**src/hdl/chosc_pkg.sv**
```systemverilog
// ----------------------------------------------------------------------------
// chosc_pkg: shared types and constants of the Chaikin oscillator
// Field widths, fixed-point formats, sequencer states and the command and
// status bundles that pass between the controller and the datapath.
// ----------------------------------------------------------------------------
package chosc_pkg;

    localparam int PRICE_BITS    = 32;
    localparam int FRACTION_BITS = 16;
    localparam int GAIN_BITS     = 16;

    localparam int FIELD_W = 32;
    localparam int VOL_W   = 32;
    localparam int LINE_W  = 48;
    localparam int AVG_W   = 64;
    localparam int OSC_W   = 49;
    localparam int COUNT_W = 8;
    localparam int PADDR_W = 4;
    localparam int PDATA_W = 32;

    localparam int NUM_W    = PRICE_BITS + 3;
    localparam int DV_W     = PRICE_BITS + 2;
    localparam int Q_W      = FRACTION_BITS + 1;
    localparam int MUL_A_W  = (Q_W > GAIN_BITS) ? Q_W : GAIN_BITS;
    localparam int MUL_P_W  = MUL_A_W + VOL_W;
    localparam int FLOW_W   = VOL_W + 1;
    localparam int SUM_W    = LINE_W + 1;
    localparam int HALF_W   = AVG_W / 2;
    localparam int GPROD_W  = GAIN_BITS + HALF_W;
    localparam int DIFF_W   = AVG_W + 1;
    localparam int OMAG_W   = DIFF_W - GAIN_BITS;
    localparam int DIVCNT_W = $clog2(FRACTION_BITS);

    localparam logic [DIVCNT_W-1:0] DIVCNT_LAST = DIVCNT_W'(FRACTION_BITS - 1);
    localparam logic [Q_W-1:0]      Q_ONE       = Q_W'(1) << FRACTION_BITS;

    localparam logic signed [SUM_W-1:0] LINE_MAX_S = SUM_W'({(LINE_W-1){1'b1}});
    localparam logic signed [SUM_W-1:0] LINE_MIN_S = -LINE_MAX_S - SUM_W'(1);

    localparam logic [OMAG_W-1:0] OSC_POS_LIM = OMAG_W'({(OSC_W-1){1'b1}});
    localparam logic [OMAG_W-1:0] OSC_NEG_LIM = OMAG_W'({1'b1, {(OSC_W-1){1'b0}}});
    localparam logic [OSC_W-1:0]  OSC_MAX_V   = {1'b0, {(OSC_W-1){1'b1}}};
    localparam logic [OSC_W-1:0]  OSC_MIN_V   = {1'b1, {(OSC_W-1){1'b0}}};

    typedef enum logic [3:0] {
        S_IDLE,
        S_PREP,
        S_DIV,
        S_FLOW_MUL,
        S_LINE,
        S_EMA_DIFF,
        S_EMA_MH,
        S_EMA_ML,
        S_EMA_STEP,
        S_EMA_UPD,
        S_OSC_DIFF,
        S_OSC_MAG,
        S_OUT
    } chosc_state_t;

    typedef enum logic [1:0] {
        MUL_FLOW,
        MUL_HI,
        MUL_LO
    } chosc_mul_sel_t;

    typedef enum logic [1:0] {
        CFG_FAST_GAIN,
        CFG_SLOW_GAIN,
        CFG_WARMUP_COUNT
    } chosc_cfg_idx_t;

    typedef struct packed {
        logic [GAIN_BITS-1:0] fast_gain;
        logic [GAIN_BITS-1:0] slow_gain;
        logic [COUNT_W-1:0]   warmup_count;
    } chosc_cfg_t;

    typedef struct packed {
        logic           load;
        logic           prep;
        logic           div_step;
        chosc_mul_sel_t mul_sel;
        logic           line_upd;
        logic           ema_diff;
        logic           hi_capture;
        logic           step_calc;
        logic           ema_upd;
        logic           avg_sel;
        logic           osc_diff;
        logic           osc_mag;
        logic           out_load;
    } chosc_cmd_t;

    typedef struct packed {
        logic first_bar;
        logic out_free;
    } chosc_sts_t;

endpackage

```
**src/hdl/chosc_ifs.sv**
```systemverilog
// ----------------------------------------------------------------------------
// chosc_ifs: bar and result channels of the Chaikin oscillator
// Valid/ready channels; a beat moves when valid and ready are both high.
// ----------------------------------------------------------------------------
interface chosc_bar_if
    import chosc_pkg::*;
();
    logic               valid;
    logic               ready;
    logic [FIELD_W-1:0] close_price;
    logic [FIELD_W-1:0] high_price;
    logic [FIELD_W-1:0] low_price;
    logic [FIELD_W-1:0] bar_volume;
    logic               restart;

    modport source (
        output valid, close_price, high_price, low_price, bar_volume, restart,
        input  ready
    );
    modport sink (
        input  valid, close_price, high_price, low_price, bar_volume, restart,
        output ready
    );
endinterface

interface chosc_res_if
    import chosc_pkg::*;
();
    logic                    valid;
    logic                    ready;
    logic signed [OSC_W-1:0] oscillator;
    logic                    valid_res;

    modport source (
        output valid, oscillator, valid_res,
        input  ready
    );
    modport sink (
        input  valid, oscillator, valid_res,
        output ready
    );
endinterface

```
**src/hdl/chaikin_oscillator.sv**
```systemverilog
// ----------------------------------------------------------------------------
// chaikin_oscillator: Chaikin oscillator, one price bar per beat
// The first bar after reset or restart seeds the averages and skips their
// updates. A new bar is taken only after its predecessor's result is
// registered and the sequencer has returned to idle. The 16-step bit-serial
// divider and the two 16x32 gain products per average on the one shared
// multiplier dominate the sequence for a bar.
// Reset (rst_n, asynchronous, active low) clears the line, averages, bar count
// and output valid, and loads the default gains and warm-up count.
// ----------------------------------------------------------------------------
module chaikin_oscillator
    import chosc_pkg::*;
(
    input  logic               clk,
    input  logic               rst_n,
    chosc_bar_if.sink          bar,
    chosc_res_if.source        result,
    input  logic               psel,
    input  logic               penable,
    input  logic               pwrite,
    input  logic [PADDR_W-1:0] paddr,
    input  logic [PDATA_W-1:0] pwdata,
    output logic [PDATA_W-1:0] prdata,
    output logic               pready
);

    chosc_cfg_t cfg;
    chosc_cmd_t cmd;
    chosc_sts_t sts;

    chosc_cfg u_cfg (
        .clk     (clk),
        .rst_n   (rst_n),
        .psel    (psel),
        .penable (penable),
        .pwrite  (pwrite),
        .paddr   (paddr),
        .pwdata  (pwdata),
        .prdata  (prdata),
        .pready  (pready),
        .cfg     (cfg)
    );

    chosc_ctrl u_ctrl (
        .clk       (clk),
        .rst_n     (rst_n),
        .bar_valid (bar.valid),
        .bar_ready (bar.ready),
        .sts       (sts),
        .cmd       (cmd)
    );

    chosc_dp u_dp (
        .clk         (clk),
        .rst_n       (rst_n),
        .cmd         (cmd),
        .cfg         (cfg),
        .sts         (sts),
        .close_price (bar.close_price),
        .high_price  (bar.high_price),
        .low_price   (bar.low_price),
        .bar_volume  (bar.bar_volume),
        .restart     (bar.restart),
        .res_valid   (result.valid),
        .res_ready   (result.ready),
        .oscillator  (result.oscillator),
        .valid_res   (result.valid_res)
    );

`ifndef SYNTHESIS
    // A bar is processed alone: the channel closes right after a beat.
    a_busy_after_accept: assert property (@(posedge clk) disable iff (!rst_n)
        bar.valid && bar.ready |=> !bar.ready)
        else $error("bar channel stayed open after a beat");

    // The result register is only loaded when it is empty or being drained.
    a_no_overwrite: assert property (@(posedge clk) disable iff (!rst_n)
        cmd.out_load |-> (!result.valid || result.ready))
        else $error("pending result overwritten");

    // Every new result beat comes from an output load of the sequencer.
    a_result_source: assert property (@(posedge clk) disable iff (!rst_n)
        $rose(result.valid) |-> $past(cmd.out_load))
        else $error("result valid without output load");
`endif

endmodule

```
**src/hdl/chosc_cfg.sv**
```systemverilog
// ----------------------------------------------------------------------------
// chosc_cfg: configuration registers
// APB-style register file holding the two smoothing gains and the warm-up count.
// ----------------------------------------------------------------------------
module chosc_cfg
    import chosc_pkg::*;
(
    input  logic               clk,
    input  logic               rst_n,
    input  logic               psel,
    input  logic               penable,
    input  logic               pwrite,
    input  logic [PADDR_W-1:0] paddr,
    input  logic [PDATA_W-1:0] pwdata,
    output logic [PDATA_W-1:0] prdata,
    output logic               pready,
    output chosc_cfg_t         cfg
);

    chosc_cfg_t     cfg_reg;
    chosc_cfg_t     cfg_next;
    chosc_cfg_idx_t reg_idx;
    logic           wr_en;

    assign pready  = 1'b1;
    assign reg_idx = chosc_cfg_idx_t'(paddr[PADDR_W-1:2]);
    assign wr_en   = psel && penable && pwrite;
    assign cfg     = cfg_reg;

    always_comb
    begin
        cfg_next = cfg_reg;
        if (wr_en)
        begin
            unique case (reg_idx)
                CFG_FAST_GAIN:    cfg_next.fast_gain    = pwdata[GAIN_BITS-1:0];
                CFG_SLOW_GAIN:    cfg_next.slow_gain    = pwdata[GAIN_BITS-1:0];
                CFG_WARMUP_COUNT: cfg_next.warmup_count = pwdata[COUNT_W-1:0];
                default:          cfg_next = cfg_reg;
            endcase
        end
    end

    always_comb
    begin
        unique case (reg_idx)
            CFG_FAST_GAIN:    prdata = PDATA_W'(cfg_reg.fast_gain);
            CFG_SLOW_GAIN:    prdata = PDATA_W'(cfg_reg.slow_gain);
            CFG_WARMUP_COUNT: prdata = PDATA_W'(cfg_reg.warmup_count);
            default:          prdata = '0;
        endcase
    end

    always_ff @(posedge clk or negedge rst_n)
    begin
        if (!rst_n)
        begin
            cfg_reg.fast_gain    <= GAIN_BITS'(32768);
            cfg_reg.slow_gain    <= GAIN_BITS'(11916);
            cfg_reg.warmup_count <= COUNT_W'(10);
        end
        else
        begin
            cfg_reg <= cfg_next;
        end
    end

endmodule

```
**src/hdl/chosc_ctrl.sv**
```systemverilog
// ----------------------------------------------------------------------------
// chosc_ctrl: bar sequencer
// Steps one bar through divide, flow multiply, line update, both average
// updates on the shared multiplier (not on a first bar) and the output stage.
// ----------------------------------------------------------------------------
module chosc_ctrl
    import chosc_pkg::*;
(
    input  logic       clk,
    input  logic       rst_n,
    input  logic       bar_valid,
    output logic       bar_ready,
    input  chosc_sts_t sts,
    output chosc_cmd_t cmd
);

    chosc_state_t        state_reg;
    chosc_state_t        state_next;
    logic [DIVCNT_W-1:0] div_cnt_reg;
    logic [DIVCNT_W-1:0] div_cnt_next;
    logic                avg_sel_reg;
    logic                avg_sel_next;

    always_comb
    begin
        state_next = state_reg;
        unique case (state_reg)
            S_IDLE:     if (bar_valid) state_next = S_PREP;
            S_PREP:     state_next = S_DIV;
            S_DIV:      if (div_cnt_reg == DIVCNT_LAST) state_next = S_FLOW_MUL;
            S_FLOW_MUL: state_next = S_LINE;
            S_LINE:     state_next = sts.first_bar ? S_OSC_DIFF : S_EMA_DIFF;
            S_EMA_DIFF: state_next = S_EMA_MH;
            S_EMA_MH:   state_next = S_EMA_ML;
            S_EMA_ML:   state_next = S_EMA_STEP;
            S_EMA_STEP: state_next = S_EMA_UPD;
            S_EMA_UPD:  state_next = avg_sel_reg ? S_OSC_DIFF : S_EMA_DIFF;
            S_OSC_DIFF: state_next = S_OSC_MAG;
            S_OSC_MAG:  state_next = S_OUT;
            S_OUT:      if (sts.out_free) state_next = S_IDLE;
            default:    state_next = S_IDLE;
        endcase
    end

    always_comb
    begin
        div_cnt_next = div_cnt_reg;
        avg_sel_next = avg_sel_reg;
        if (state_reg == S_PREP)
        begin
            div_cnt_next = '0;
        end
        if (state_reg == S_DIV)
        begin
            div_cnt_next = div_cnt_reg + DIVCNT_W'(1);
        end
        if (state_reg == S_LINE)
        begin
            avg_sel_next = 1'b0;
        end
        if (state_reg == S_EMA_UPD)
        begin
            avg_sel_next = !avg_sel_reg;
        end
    end

    always_comb
    begin
        cmd         = '0;
        cmd.mul_sel = MUL_FLOW;
        cmd.avg_sel = avg_sel_reg;
        bar_ready   = 1'b0;
        unique case (state_reg)
            S_IDLE:
            begin
                bar_ready = 1'b1;
                cmd.load  = bar_valid;
            end
            S_PREP:     cmd.prep = 1'b1;
            S_DIV:      cmd.div_step = 1'b1;
            S_FLOW_MUL: cmd.mul_sel = MUL_FLOW;
            S_LINE:     cmd.line_upd = 1'b1;
            S_EMA_DIFF: cmd.ema_diff = 1'b1;
            S_EMA_MH:   cmd.mul_sel = MUL_HI;
            S_EMA_ML:
            begin
                cmd.mul_sel    = MUL_LO;
                cmd.hi_capture = 1'b1;
            end
            S_EMA_STEP: cmd.step_calc = 1'b1;
            S_EMA_UPD:  cmd.ema_upd = 1'b1;
            S_OSC_DIFF: cmd.osc_diff = 1'b1;
            S_OSC_MAG:  cmd.osc_mag = 1'b1;
            S_OUT:      cmd.out_load = sts.out_free;
            default:    cmd.mul_sel = MUL_FLOW;
        endcase
    end

    always_ff @(posedge clk or negedge rst_n)
    begin
        if (!rst_n)
        begin
            state_reg   <= S_IDLE;
            div_cnt_reg <= '0;
            avg_sel_reg <= 1'b0;
        end
        else
        begin
            state_reg   <= state_next;
            div_cnt_reg <= div_cnt_next;
            avg_sel_reg <= avg_sel_next;
        end
    end

endmodule

```
**src/hdl/chosc_dp.sv**
```systemverilog
// ----------------------------------------------------------------------------
// chosc_dp: oscillator datapath
// Bit-serial money-flow divider, shared gain and volume multiplier, saturating
// accumulation line, fast and slow averages, and the result register.
// ----------------------------------------------------------------------------
module chosc_dp
    import chosc_pkg::*;
(
    input  logic                    clk,
    input  logic                    rst_n,
    input  chosc_cmd_t              cmd,
    input  chosc_cfg_t              cfg,
    output chosc_sts_t              sts,
    input  logic [FIELD_W-1:0]      close_price,
    input  logic [FIELD_W-1:0]      high_price,
    input  logic [FIELD_W-1:0]      low_price,
    input  logic [FIELD_W-1:0]      bar_volume,
    input  logic                    restart,
    output logic                    res_valid,
    input  logic                    res_ready,
    output logic signed [OSC_W-1:0] oscillator,
    output logic                    valid_res
);

    logic [PRICE_BITS-1:0]   c_reg;
    logic [PRICE_BITS-1:0]   h_reg;
    logic [PRICE_BITS-1:0]   l_reg;
    logic [VOL_W-1:0]        vol_reg;
    logic [DV_W-1:0]         d_reg;
    logic [DV_W-1:0]         rem_reg;
    logic [Q_W-1:0]          q_reg;
    logic                    neg_reg;
    logic                    div_act_reg;
    logic [MUL_P_W-1:0]      mul_reg;
    logic signed [LINE_W-1:0] line_reg;
    logic signed [AVG_W-1:0] fast_reg;
    logic signed [AVG_W-1:0] slow_reg;
    logic [COUNT_W-1:0]      bars_reg;
    logic                    up_reg;
    logic [AVG_W-1:0]        mag_reg;
    logic [GPROD_W-1:0]      hi_reg;
    logic [AVG_W-1:0]        step_reg;
    logic signed [DIFF_W-1:0] diff_reg;
    logic                    oneg_reg;
    logic [OMAG_W-1:0]       omag_reg;
    logic signed [OSC_W-1:0] osc_reg;
    logic                    vres_reg;
    logic                    res_valid_reg;

    logic [NUM_W-1:0]        num_w;
    logic [DV_W-1:0]         den_w;
    logic [DV_W-1:0]         n_w;
    logic [DV_W-1:0]         d_w;
    logic                    zero_w;
    logic [DV_W-1:0]         rem2_w;
    logic                    ge_w;
    logic [MUL_A_W-1:0]      mul_a;
    logic [VOL_W-1:0]        mul_b;
    logic [GAIN_BITS-1:0]    gain_w;
    logic [FLOW_W-1:0]       flow_w;
    logic signed [SUM_W-1:0] sflow_w;
    logic signed [SUM_W-1:0] sum_w;
    logic signed [LINE_W-1:0] line_sat;
    logic signed [AVG_W-1:0] x_seed;
    logic signed [AVG_W-1:0] x_cur;
    logic signed [AVG_W-1:0] avg_cur;
    logic                    up_w;
    logic [DIFF_W-1:0]       dmag_w;
    logic [OSC_W-1:0]        osc_next;

    // Money-flow numerator 2*close - high - low and denominator high - low.
    assign num_w  = NUM_W'({c_reg, 1'b0}) - NUM_W'(h_reg) - NUM_W'(l_reg);
    assign den_w  = DV_W'(h_reg) - DV_W'(l_reg);
    assign n_w    = num_w[NUM_W-1] ? DV_W'(-num_w) : DV_W'(num_w);
    assign d_w    = den_w[DV_W-1] ? -den_w : den_w;
    assign zero_w = (num_w == '0) || (den_w == '0);

    assign rem2_w = {rem_reg[DV_W-2:0], 1'b0};
    assign ge_w   = rem2_w >= d_reg;

    assign gain_w = cmd.avg_sel ? cfg.slow_gain : cfg.fast_gain;

    always_comb
    begin
        case (cmd.mul_sel)
            MUL_FLOW:
            begin
                mul_a = MUL_A_W'(q_reg);
                mul_b = vol_reg;
            end
            MUL_HI:
            begin
                mul_a = MUL_A_W'(gain_w);
                mul_b = VOL_W'(mag_reg[AVG_W-1:HALF_W]);
            end
            MUL_LO:
            begin
                mul_a = MUL_A_W'(gain_w);
                mul_b = VOL_W'(mag_reg[HALF_W-1:0]);
            end
            default:
            begin
                mul_a = MUL_A_W'(q_reg);
                mul_b = vol_reg;
            end
        endcase
    end

    assign flow_w  = mul_reg[FRACTION_BITS +: FLOW_W];
    assign sflow_w = neg_reg ? -SUM_W'(flow_w) : SUM_W'(flow_w);
    assign sum_w   = SUM_W'(line_reg) + sflow_w;

    always_comb
    begin
        if (sum_w > LINE_MAX_S)
        begin
            line_sat = LINE_W'(LINE_MAX_S);
        end
        else if (sum_w < LINE_MIN_S)
        begin
            line_sat = LINE_W'(LINE_MIN_S);
        end
        else
        begin
            line_sat = LINE_W'(sum_w);
        end
    end

    assign x_seed  = {line_sat, {GAIN_BITS{1'b0}}};
    assign x_cur   = {line_reg, {GAIN_BITS{1'b0}}};
    assign avg_cur = cmd.avg_sel ? slow_reg : fast_reg;
    assign up_w    = x_cur >= avg_cur;

    assign dmag_w = diff_reg[DIFF_W-1] ? DIFF_W'(-diff_reg) : DIFF_W'(diff_reg);

    always_comb
    begin
        if (oneg_reg)
        begin
            osc_next = (omag_reg > OSC_NEG_LIM) ? OSC_MIN_V : -OSC_W'(omag_reg);
        end
        else
        begin
            osc_next = (omag_reg > OSC_POS_LIM) ? OSC_MAX_V : OSC_W'(omag_reg);
        end
    end

    assign sts.first_bar = (bars_reg == '0);
    assign sts.out_free  = !res_valid_reg || res_ready;

    assign res_valid  = res_valid_reg;
    assign oscillator = osc_reg;
    assign valid_res  = vres_reg;

    always_ff @(posedge clk or negedge rst_n)
    begin
        if (!rst_n)
        begin
            line_reg      <= '0;
            fast_reg      <= '0;
            slow_reg      <= '0;
            bars_reg      <= '0;
            res_valid_reg <= 1'b0;
        end
        else
        begin
            if (cmd.load && restart)
            begin
                line_reg <= '0;
                fast_reg <= '0;
                slow_reg <= '0;
                bars_reg <= '0;
            end
            if (cmd.line_upd)
            begin
                line_reg <= line_sat;
                if (bars_reg == '0)
                begin
                    fast_reg <= x_seed;
                    slow_reg <= x_seed;
                end
                if (bars_reg != '1)
                begin
                    bars_reg <= bars_reg + COUNT_W'(1);
                end
            end
            if (cmd.ema_upd)
            begin
                if (cmd.avg_sel)
                begin
                    slow_reg <= up_reg ? slow_reg + step_reg : slow_reg - step_reg;
                end
                else
                begin
                    fast_reg <= up_reg ? fast_reg + step_reg : fast_reg - step_reg;
                end
            end
            if (cmd.out_load)
            begin
                res_valid_reg <= 1'b1;
            end
            else if (res_ready)
            begin
                res_valid_reg <= 1'b0;
            end
        end
    end

    always_ff @(posedge clk)
    begin
        mul_reg <= mul_a * mul_b;
        if (cmd.load)
        begin
            c_reg   <= PRICE_BITS'(close_price);
            h_reg   <= PRICE_BITS'(high_price);
            l_reg   <= PRICE_BITS'(low_price);
            vol_reg <= VOL_W'(bar_volume);
        end
        if (cmd.prep)
        begin
            d_reg   <= d_w;
            neg_reg <= num_w[NUM_W-1] ^ den_w[DV_W-1];
            rem_reg <= n_w;
            if (zero_w)
            begin
                q_reg       <= '0;
                div_act_reg <= 1'b0;
            end
            else if (n_w >= d_w)
            begin
                q_reg       <= Q_ONE;
                div_act_reg <= 1'b0;
            end
            else
            begin
                q_reg       <= '0;
                div_act_reg <= 1'b1;
            end
        end
        if (cmd.div_step && div_act_reg)
        begin
            q_reg   <= {q_reg[Q_W-2:0], ge_w};
            rem_reg <= ge_w ? rem2_w - d_reg : rem2_w;
        end
        if (cmd.ema_diff)
        begin
            up_reg  <= up_w;
            mag_reg <= up_w ? AVG_W'(x_cur - avg_cur) : AVG_W'(avg_cur - x_cur);
        end
        if (cmd.hi_capture)
        begin
            hi_reg <= mul_reg[GPROD_W-1:0];
        end
        if (cmd.step_calc)
        begin
            step_reg <= AVG_W'({hi_reg, {GAIN_BITS{1'b0}}})
                      + AVG_W'(mul_reg[GPROD_W-1:GAIN_BITS]);
        end
        if (cmd.osc_diff)
        begin
            diff_reg <= DIFF_W'(fast_reg) - DIFF_W'(slow_reg);
        end
        if (cmd.osc_mag)
        begin
            oneg_reg <= diff_reg[DIFF_W-1];
            omag_reg <= dmag_w[DIFF_W-1:GAIN_BITS];
        end
        if (cmd.out_load)
        begin
            osc_reg  <= osc_next;
            vres_reg <= bars_reg >= cfg.warmup_count;
        end
    end

endmodule
```
**src/flat_wrapper.sv**
```systemverilog
// flat-port wrapper written by rule: the top's interface ports become plain ports
module chaikin_oscillator_flat import chosc_pkg::*;
  (clk, rst_n, psel, penable, pwrite, paddr, pwdata, prdata, pready, bar_valid, bar_close_price, bar_high_price, bar_low_price, bar_bar_volume, bar_restart, bar_ready, result_valid, result_oscillator, result_valid_res, result_ready);
  chosc_bar_if bar_i ();
  chosc_res_if result_i ();
  input  logic clk;
  input  logic rst_n;
  input  logic psel;
  input  logic penable;
  input  logic pwrite;
  input  logic [PADDR_W-1:0] paddr;
  input  logic [PDATA_W-1:0] pwdata;
  output logic [PDATA_W-1:0] prdata;
  output logic pready;
  input wire logic [$bits(bar_i.valid)-1:0] bar_valid;
  input wire logic [$bits(bar_i.close_price)-1:0] bar_close_price;
  input wire logic [$bits(bar_i.high_price)-1:0] bar_high_price;
  input wire logic [$bits(bar_i.low_price)-1:0] bar_low_price;
  input wire logic [$bits(bar_i.bar_volume)-1:0] bar_bar_volume;
  input wire logic [$bits(bar_i.restart)-1:0] bar_restart;
  output wire logic [$bits(bar_i.ready)-1:0] bar_ready;
  output wire logic [$bits(result_i.valid)-1:0] result_valid;
  output wire logic [$bits(result_i.oscillator)-1:0] result_oscillator;
  output wire logic [$bits(result_i.valid_res)-1:0] result_valid_res;
  input wire logic [$bits(result_i.ready)-1:0] result_ready;
  assign bar_i.valid = bar_valid;
  assign bar_i.close_price = bar_close_price;
  assign bar_i.high_price = bar_high_price;
  assign bar_i.low_price = bar_low_price;
  assign bar_i.bar_volume = bar_bar_volume;
  assign bar_i.restart = bar_restart;
  assign bar_ready = bar_i.ready;
  assign result_valid = result_i.valid;
  assign result_oscillator = result_i.oscillator;
  assign result_valid_res = result_i.valid_res;
  assign result_i.ready = result_ready;
  chaikin_oscillator u_core (.clk(clk), .rst_n(rst_n), .bar(bar_i), .result(result_i), .psel(psel), .penable(penable), .pwrite(pwrite), .paddr(paddr), .pwdata(pwdata), .prdata(prdata), .pready(pready));
endmodule
```
**config.mk**
```make
export PLATFORM = sky130hd
export DESIGN_NAME = chaikin_oscillator_flat
export DESIGN_NICKNAME = d
export VERILOG_FILES = /design/src/hdl/chosc_pkg.sv /design/src/hdl/chosc_ifs.sv /design/src/hdl/chaikin_oscillator.sv /design/src/hdl/chosc_cfg.sv /design/src/hdl/chosc_ctrl.sv /design/src/hdl/chosc_dp.sv /design/src/flat_wrapper.sv
export SDC_FILE = /design/constraint.sdc
export NUM_CORES = 2
export LEC_CHECK = 0
export BUFFER_PORTS_ARGS = -buffer_cell sky130_fd_sc_hd__buf_2
export CAP_MARGIN = 10
export CORE_MARGIN = 2
export CORE_UTILIZATION = 45
export CTS_CLUSTER_DIAMETER = 50
export DETAILED_ROUTE_END_ITERATION = 16
export HOLD_SLACK_MARGIN = 0.1
export PLACE_DENSITY = 0.66
export SLEW_MARGIN = 30
export SYNTH_ARGS = -nofsm -noshare
export SYNTH_HDL_FRONTEND = slang
export SYNTH_SLANG_ARGS = --single-unit
```
**constraint.sdc**
```tcl
create_clock -name clk -period 15.1 [get_ports clk]
set_clock_uncertainty 0.1 [all_clocks]
set_input_delay 0.755 -clock clk [delete_from_list [all_inputs] [get_ports clk]]
set_output_delay 0.755 -clock clk [all_outputs]
set_load 0.03 [all_outputs]
```
==> results by group <==
Setup path
  – WP buf/inv: 9
  – Slowest stage delay, CP: 0.77 ns
  – Worst Path Arrival: 11.53 ns
  – CP delay by family, top: adder cells
  – Crit Path Class: reg -> reg
  – CP Max Fanout: 49
  – Critical Path RT: 15.66 ns
  – Worst path slowest cell: clkinv_2
  – Top cell by count, worst path: fa_1
  – CP endpoint kind: register
  – CP startpoint kind: register

Die
  – Die width: 428 µm
  – Core area: 179,000 µm²
  – Standard-cell rows: 155
  – Die area: 183,000 µm²
  – # IOs: 257
  – Initial core utilization: 45.4%
  – Die Y: 428 µm

CTS
  – H-tree depth: 4
  – TritonCTS Sinks: 839
  – CTS tree: built
  – Clk root buf: clkbuf_16
  – Clk_lat worst skew: 0.80 ns
  – CTS resizes: 0
  – Clk slew on worst S/H paths: 0.06 ns
  – Post-CTS setup buffers: 0
  – Bufs on Longest Clock Path: 3
  – Num CTS Buffers: 134

Drt
  – Drt drc: 0
  – Post-DR vias/cell: 5.81
  – Initial DRC Count: 5,882
  – Routed wire length: 246,000 µm
  – Routed len/inst: 21.0 µm
  – Via Count: 68,100
  – Drt pass-1 iters: 8
  – Antenna viol nets, final: 0

Logic synthesis
  – Post-synth top cells: 972 x nand2_1, 893 x inv_1, 675 x a21oi_1
  – Synth cell types: 96
  – Most numerous cell in the Yosys netlist: nand2_1
  – Ys Warns: 0
  – Syn Area/Cell: 8.96 µm²
  – Register area share after synthesis: 29.1%
  – Synth top area share: 20.6%
  – Post-synth EDFFs: 556
  – Top FF cell, synth: edfxtp_1
  – Cells after synthesis: 9,047
  – Synth area leader: edfxtp_1
  – Synthesized area: 81,000 µm²
  – Seq cells post-synth: 839
  – Asr flop ratio synth: 27.9%
  – Top cells by area, synth: edfxtp_1 21%, fa_1 11%, ha_1 10%

GRT
  – Vias in the first global route: 66,900
  – Grt ovf: 0
  – Largest net degree at the start of global routing: 144
  – First-pass GRT wire length: 380,000 µm
  – Initial antenna violation count: 7
  – Overall routing resource usage: 26.2%

Timing
  – Count of final setup violators: 0
  – RSZ-0062 raised after global routing: no
  – Tcrit/Tclk final: 72.7%
  – Max Transition Viols Final: 0
  – Slew HR: 32.6%
  – Setup TNS Final: 0 ns
  – Fmax: 0.0911 GHz
  – Hold Vio Cnt, Final: 0
  – Least-Margin Pin Slew: 1.00 ns
  – Crit path time final: 10.97 ns

Finish
  – Design Area, Final: 90,500 µm²
  – Fin util: 50.7%
  – Layout net count: 10,500
  – Layout cells sized above 1: 7.77%
  – Max reg flops: 65
  – P&R area growth vs syn: 11.7%

Placed design
  – DP Wirelength: 192,000 µm
  – Port bufs: 221
  – Gpl congestion: 0.969
  – Placed Area: 84,500 µm²

Worst hold path
  – Worst Hold Class: in -> reg

Flow run
  – Max-cap violations: 0

Outcome
  – Outcome: completed
final timing paths:
check | start | to | slack (ns) | cells after the start
worst max-delay path | u_core.u_ctrl.state_reg[2] | u_core.u_dp.mul_reg[48] | 4.13 | 35
worst min-delay path | pwdata[5] | u_core.u_cfg.cfg[5] | 0.17 | 2
worst max register to register | u_core.u_ctrl.state_reg[2] | u_core.u_dp.mul_reg[48] | 4.13 | 35
worst min register to register | u_core.u_dp.mul_reg[12] | u_core.u_dp.hi_reg[12] | 0.30 | 0
max in group asynchronous | rst_n | u_core.u_ctrl.avg_sel_reg | 12.97 | 4
min in group asynchronous | rst_n | u_core.u_dp.fast_reg[0] | 0.45 | 2
layout by cell type (no fill, tap or decap), types with 102 or more instances in the layout:
master,n
inv_1,892
mux2i_1,105
clkbuf_16,141
o21ai_0,470
dfrtp_1,223
fa_1,459
edfxtp_1,556
a21oi_1,673
buf_2,220
nand2b_1,102
a21o_1,339
nand2_1,971
ha_1,651
nor3_1,132
dlygate4sd3_1,144
nor2_1,558
nor2b_1,120
xor2_1,281
xnor2_1,427
nand3_1,164
layout make-up:
cell class,count,area (µm²)
fill,16400,88100
multi-input combinational,6924,52800
sequential,839,23500
clock buffer,164,3660
timing repair buffer,464,3370
inverter,893,3350
tap,2355,2950
clock inverter,82,861
antenna,4,10.0
per-stage QoR:
| stage | setup slack, ns | instances | hold WS (ns) |
|---|---|---|---|
| 6_report | 4.13 | 11700 | 0.173 |
| 5_1_grt | 3.58 | 11700 | 0.155 |
| 4_1_cts | 3.80 | 11700 | 0.114 |
| 3_5_place_dp | 3.82 | 11300 | 0.289 |
| 3_3_place_gp | 4.00 | 11300 | 0.288 |
| 2_1_floorplan | 5.64 | 9064 | 0.286 |
kinds of logic (layout without fill, tap and decap cells):
family                   count (synthesis)  in the layout  synth area share (%)
AND/OR/NAND/NOR                       2541           2541                  14.7
AO/OA/AOI/OAI                         2370           2370                  18.8
buffers and inverters                 1301           1603                  6.18
adder cells (fa/ha/maj)               1132           1132                  21.7
flip-flops                             839            839                  29.1
XOR/XNOR                               709            709                  7.67
multiplexers                           153            153                  1.96
other                                    2             23               0.00927
per-layer routing:
layer / global-route usage [%] / vias to the layer above / share of wire, %
met5: 0 / - / 0.0041
li1: - / 32100 / -
met4: 9.94 / 2 / 3.9
met1: 35.6 / 32900 / 44
met3: 4.48 / 472 / 7.6
met2: 41.9 / 2597 / 45
timing repair:
action / 4_1_cts / 5_1_grt
setup endpoints to repair: 0 / 0
endpoints found under the hold margin: 254 / 0
hold buffers: 144 / 0
Power is left out: the tool's default activity adds up to more than one toggle a clock period on the data nets, which glitch-free logic cannot reach.
